**config.mk**
```make
export PLATFORM = sky130hd
export DESIGN_NAME = synced_impulse_oscillator
export DESIGN_NICKNAME = d
export VERILOG_FILES = /design/src/rtl/core/sio_pkg.sv /design/src/rtl/core/synced_impulse_oscillator.sv
export SDC_FILE = /design/constraint.sdc
export NUM_CORES = 1
export LEC_CHECK = 0
export BUFFER_PORTS_ARGS = -buffer_cell sky130_fd_sc_hd__buf_2
export CAP_MARGIN = 20
export CORE_UTILIZATION = 55
export DETAILED_ROUTE_END_ITERATION = 8
export PLACE_DENSITY = 0.76
export SYNTH_ARGS = -nofsm -noshare
export SYNTH_HDL_FRONTEND = slang
export SYNTH_SLANG_ARGS = --single-unit
```
**constraint.sdc**
```tcl
create_clock -name clk -period 28.2 [get_ports clk]
set_clock_uncertainty 0.1 [all_clocks]
set_input_delay 1.41 -clock clk [delete_from_list [all_inputs] [get_ports clk]]
set_output_delay 1.41 -clock clk [all_outputs]
set_load 0.02 [all_outputs]
```
**src/rtl/core/sio_pkg.sv**
```systemverilog
`default_nettype none

package sio_pkg;

  localparam int FRAC_BITS = 30;
  localparam int CH_W      = 4;
  localparam int CHANNELS  = 2 ** CH_W;
  localparam int WORD_W    = 32;
  localparam int PHASE_W   = FRAC_BITS + 4;
  localparam int CALC_W    = PHASE_W + 2;
  localparam int CFG_IDX_W = 2;

  localparam logic signed [CALC_W-1:0] ONE_FX = CALC_W'(1) << FRAC_BITS;

  localparam logic [CFG_IDX_W-1:0] REG_SOFT_SYNC   = CFG_IDX_W'(0);
  localparam logic [CFG_IDX_W-1:0] REG_SYNC_ENABLE = CFG_IDX_W'(1);

  typedef struct packed {
    logic signed [PHASE_W-1:0] phase;
    logic signed [WORD_W-1:0]  offset;
    logic                      reversed;
  } chan_state_t;

endpackage

`default_nettype wire

```
**src/rtl/core/synced_impulse_oscillator.sv**
```systemverilog
// Each word registers into stage s1, then its result into the output register.
// Throughput: one word per cycle unless out_ready stalls; channel state is read
// at accept, written back as the word leaves s1, bypassed for same-channel pairs.
// Reset: synchronous; clears config, pipeline valids and per-channel valid bits,
// so every channel reads as zero phase, zero offset, forward direction.
`default_nettype none

module synced_impulse_oscillator (
  input  wire logic                                clk,
  input  wire logic                                rst,
  input  wire logic                                cfg_valid,
  output logic                                     cfg_ready,
  input  wire logic [sio_pkg::CFG_IDX_W-1:0]       cfg_index,
  input  wire logic                                cfg_data,
  input  wire logic                                in_valid,
  output logic                                     in_ready,
  input  wire logic [sio_pkg::CH_W-1:0]            channel,
  input  wire logic signed [sio_pkg::WORD_W-1:0]   increment,
  input  wire logic signed [sio_pkg::WORD_W-1:0]   offset,
  input  wire logic signed [sio_pkg::WORD_W-1:0]   sync_value,
  output logic                                     out_valid,
  input  wire logic                                out_ready,
  output logic [sio_pkg::CH_W-1:0]                 out_channel,
  output logic                                     impulse
);

  localparam int CW = sio_pkg::CALC_W;
  localparam int FB = sio_pkg::FRAC_BITS;

  logic soft_sync;
  logic sync_enable;

  sio_pkg::chan_state_t mem [sio_pkg::CHANNELS];
  logic [sio_pkg::CHANNELS-1:0] ent_valid;
  sio_pkg::chan_state_t rd_data;
  logic rd_hit;

  logic                              s1_valid;
  logic [sio_pkg::CH_W-1:0]          s1_ch;
  logic signed [sio_pkg::WORD_W-1:0] s1_step;
  logic signed [sio_pkg::WORD_W-1:0] s1_offset;
  logic signed [sio_pkg::WORD_W-1:0] s1_sync;

  logic                     lw_valid;
  logic [sio_pkg::CH_W-1:0] lw_ch;
  sio_pkg::chan_state_t     lw_data;

  logic out_free;
  logic accept;
  logic wr_en;

  sio_pkg::chan_state_t cur;
  sio_pkg::chan_state_t nxt;
  logic signed [CW-1:0] ph, diff, dev, step_c, raw_c, sync_c, a, a_dev;
  logic [FB-1:0]        low;
  logic                 synced, imp;

  assign cfg_ready = 1'b1;
  assign out_free  = !out_valid || out_ready;
  assign in_ready  = !s1_valid || out_free;
  assign accept    = in_valid && in_ready;
  assign wr_en     = s1_valid && out_free;

  always_comb begin
    if (lw_valid && lw_ch == s1_ch) begin
      cur = lw_data;
    end else if (rd_hit) begin
      cur = rd_data;
    end else begin
      cur = '0;
    end

    raw_c  = CW'(s1_step);
    sync_c = CW'(s1_sync);
    ph     = CW'(cur.phase);

    if (raw_c > sio_pkg::ONE_FX) begin
      step_c = sio_pkg::ONE_FX;
    end else if (raw_c < -sio_pkg::ONE_FX) begin
      step_c = -sio_pkg::ONE_FX;
    end else begin
      step_c = raw_c;
    end
    if (soft_sync && cur.reversed) begin
      step_c = -step_c;
    end

    diff = CW'(s1_offset) - CW'(cur.offset);
    low  = diff[FB-1:0];
    if (diff[CW-1] && low != '0) begin
      dev = {{(CW-FB){1'b0}}, low} - sio_pkg::ONE_FX;
    end else begin
      dev = {{(CW-FB){1'b0}}, low};
    end

    synced = sync_enable && sync_c > CW'(0) && sync_c <= sio_pkg::ONE_FX;
    a_dev  = ph + dev;
    a      = ph;
    if (synced && !soft_sync) begin
      a = sync_c;
    end

    if (!s1_step[sio_pkg::WORD_W-1]) begin
      if (!synced) begin
        a = a_dev;
        if (dev != '0 && a <= CW'(0)) begin
          a = a + sio_pkg::ONE_FX;
        end
      end
      imp = a >= sio_pkg::ONE_FX;
      if (imp) begin
        a = a - sio_pkg::ONE_FX;
      end
    end else begin
      if (synced && a == sio_pkg::ONE_FX) begin
        a = '0;
      end
      if (!synced) begin
        a = a_dev;
        if (a >= sio_pkg::ONE_FX) begin
          a = a - sio_pkg::ONE_FX;
        end
      end
      imp = a <= CW'(0);
      if (imp) begin
        a = a + sio_pkg::ONE_FX;
      end
    end

    a = a + step_c;

    nxt.phase    = a[sio_pkg::PHASE_W-1:0];
    nxt.offset   = s1_offset;
    nxt.reversed = cur.reversed ^ (synced && soft_sync);
  end

  always_ff @(posedge clk) begin
    if (wr_en) begin
      mem[s1_ch] <= nxt;
    end
    if (accept) begin
      rd_data <= mem[channel];
    end
  end

  always_ff @(posedge clk) begin
    if (accept) begin
      s1_ch     <= channel;
      s1_step   <= increment;
      s1_offset <= offset;
      s1_sync   <= sync_value;
    end
    if (wr_en) begin
      lw_ch       <= s1_ch;
      lw_data     <= nxt;
      out_channel <= s1_ch;
      impulse     <= imp;
    end
  end

  always_ff @(posedge clk) begin
    if (rst) begin
      soft_sync   <= 1'b0;
      sync_enable <= 1'b0;
      ent_valid   <= '0;
      rd_hit      <= 1'b0;
      s1_valid    <= 1'b0;
      lw_valid    <= 1'b0;
      out_valid   <= 1'b0;
    end else begin
      if (cfg_valid && cfg_ready) begin
        unique case (cfg_index)
          sio_pkg::REG_SOFT_SYNC:   soft_sync   <= cfg_data;
          sio_pkg::REG_SYNC_ENABLE: sync_enable <= cfg_data;
          default: ;
        endcase
      end
      if (accept) begin
        rd_hit <= ent_valid[channel];
      end
      if (wr_en) begin
        ent_valid[s1_ch] <= 1'b1;
        lw_valid         <= 1'b1;
      end
      if (in_ready) begin
        s1_valid <= in_valid;
      end
      if (out_free) begin
        out_valid <= s1_valid;
      end
    end
  end

endmodule

`default_nettype wire
```
==> qor.csv <==
metric;value;unit
synth_ff_type;edfxtp_1;
ir_drop;0.07234;mV
worst_ep_required_time;28.49;ns
r2r_end;mem[7][65];
grt_pass1_vias;32530;
grt_max_degree;87;
overflow;0;
ioPinCount;116;
vias;33000;
dieArea;0.1063;sq mm
yosys.area.top_type;edfxtp_1;
cp.depth;37;
yosys_warnings;0;
layout-drive-gt1-share;22.07;%
cp-end-kind;flip-flop;
numCtsBuffers;132;
slew_headroom;22.42;%
antenna_found_initial;1;
finalCriticalPeriod;11.49;ns
layout.nets;3724;
cts_tree;yes;
cts_setup_buffers;0;
fmax;87.02;MHz
wirelength_met1;56890;um
synth-edff-count;1311;
grt_pass1_wl;215700;um
hp-class;flip-flop to flip-flop;
maxCapViolCount;0;
period_share;40.75;%
via_per_inst;6.618;
avgSynthCellArea;17.37;sq um
dr_wl_met3;14200;um
met2_length;70860;um
cts_sinks;1333;
crit_family;compound AO/OA/AOI/OAI gates;
synth_commonest_cells;1311 x edfxtp_1, 340 x mux4_2, 175 x nand2_1;
netlist_top_cells_area;edfxtp_1 68%, mux4_2 13%, ha_1 2.3%;
antenna_cells;0;
place.gp.congestion;1.000;
setup.worst_path.start_class;flip-flop;
wirelength;147600;um
cts_resized;0;
critPathMostFrequentCell;a21oi_1;
synth_area;0.05778;sq mm
reg2reg_from;s1_ch[1];
crit_buf_inv;3;
route.detailed.drc;0;
yosysSeqAreaShare;68.90;%
crit_end;mem[7][65];
top_layer;met5;
ctsHoldBuffers;0;
critPathLaunch;s1_ch[1];
htreeDepth;4;
root_buffer;clkbuf_16;
port_buffers;114;
crit_type;flip-flop to flip-flop;
rsz0062_at_grt;no;
max_stage_delay;0.85;ns
drt-pass1-iter-count;6;
critPathMaxFanout;68;
clk_latency;0.76;ns
hold_ws;0.3671;ns
wl_per_cell;29.60;um
die_w;326.1;um
p_leak;21.64;nW
synth.distinct_cells;95;
ant_nets;0;
status;finished clean;
synthCells;3327;
finalHoldViolations;0;
dp_hpwl;87370;um
start_util;55.66;%
grt_use_total;27.83;%
synth_top_cell_area_share;68.14;%
rows;118;
r2r_slack;16.71;ns
cpMaxStageDelayCell;xnor2_1;
rr_worst_depth;37;
cts_max_path_buffers;3;
cp.arrival;11.78;ns
fp.coreArea;0.1038;sq mm
die_y;326.1;um
syn_to_final_growth;11.63;%
worst_pin_slew;1.148;ns
synth_seq_cells;1333;
drt-initial-drc-count;4253;
power_density;71.16;mW/mm^2
setup_viol;0;
drv_slew;0;
setup_tns;0;ns
syn-num-nets;3546;
yosys.cell_count.top_type;edfxtp_1;
ys_async_sr_fraction;0;%
clkTransAtPathRegs;0.06;ns
## per-layer routing
layer,global-route usage [%],up-vias
met5,0,-
met4,11.04,4
met3,4.238,323
met2,44.49,1932
met1,38.83,16840
li1,-,13900
## cell type report
class                      count  area (sq um)
clock buffer                 165          3511
clock inverter                70         685.7
fill                        7033         39300
inverter                      72         270.3
multi-input combinational   1764         17230
sequential                  1333         39810
tap                         1380          1727
timing repair buffer         202          1260
## logic make-up (layout without fill, tap and decap cells)
family                     Yosys count  in the layout  share of synthesized area, %
other                                1              1                      0.006491
adders and majority gates          111            111                         2.443
and+or+nand+nor                    676            676                         5.884
xor gates and xnor gates            88             88                         1.358
buffers and inverters              230            509                         1.509
AOI/OAI and AO/OA                  500            500                         5.800
muxes                              388            388                         14.10
DFF                               1333           1333                         68.90
## per-stage QoR
step	worst slack (ns)	util, %	instance area [sq um]	power (W)	instances
after floorplan	17.63	-	57780	0.002709	3327
after global placement	17.14	58.03	60230	0.002877	4742
after detailed placement	16.94	58.07	60270	0.002891	4747
after CTS	16.86	62.11	64470	0.004599	4982
after global routing	15.93	62.14	64500	0.004712	4986
final	16.71	62.14	64500	0.004590	4986
## worst min-delay path: stages (launching register included)
cell and delay [ns]:
dfxtp_1 0.32, nor2_1 0.04, nor2_1 0.07
## registers in the layout, indices dropped and copies added, names as in the netlist
signal / flops
mem: 1072
s1_ch: 4
s1_step: 32
sync_enable: 1
lw_ch: 4
out_valid: 1
rd_data: 67
s1_offset: 32
lw_valid: 1
lw_data: 67
impulse: 1
s1_sync: 32
rd_hit: 1
ent_valid: 16
soft_sync: 1
s1_valid: 1
## report_power, final
group	internal (W)	switching (W)	total [W]
registers	0.00234	0.0000352	0.00237
clock network	0.000987	0.000738	0.00172
logic	0.000176	0.000319	0.000494
## cells in the final DEF (no fill, tap or decap), drive strengths merged, types with 10 or more instances in the layout
master / Yosys / routed
or3: 15 / 15
clkbuf: 120 / 165
nor2: 157 / 157
nand4: 16 / 16
nor2b: 26 / 26
nor4: 28 / 28
bufinv: 0 / 11
mux4: 340 / 340
xor2: 37 / 37
clkinv: 0 / 49
nor3: 44 / 44
ha: 108 / 108
buf: 38 / 202
dfxtp: 22 / 22
a211oi: 21 / 21
nor3b: 10 / 10
nand2b: 21 / 21
and2: 17 / 17
or4: 17 / 17
a21oi: 157 / 157
a31oi: 23 / 23
o21ai: 85 / 85
o211ai: 24 / 24
and3: 51 / 51
mux2i: 42 / 42
xnor2: 50 / 50
inv: 72 / 78
nand3: 61 / 61
a21o: 30 / 30
o21a: 22 / 22
edfxtp: 1311 / 1311
o21bai: 13 / 13
nand2: 175 / 175
## worst min path at each step
stage / from / endpoint / slack (ns) / cells past startpoint
after floorplan: s1_ch[0] / lw_ch[0] / 0.32 / 0
after global placement: ent_valid[11] / ent_valid[11] / 0.34 / 2
after detailed placement: ent_valid[2] / ent_valid[2] / 0.35 / 2
after CTS: ent_valid[2] / ent_valid[2] / 0.37 / 2
after global routing: ent_valid[14] / ent_valid[14] / 0.39 / 2
final: ent_valid[2] / ent_valid[2] / 0.37 / 2
Power figures use the tool's default switching activity.
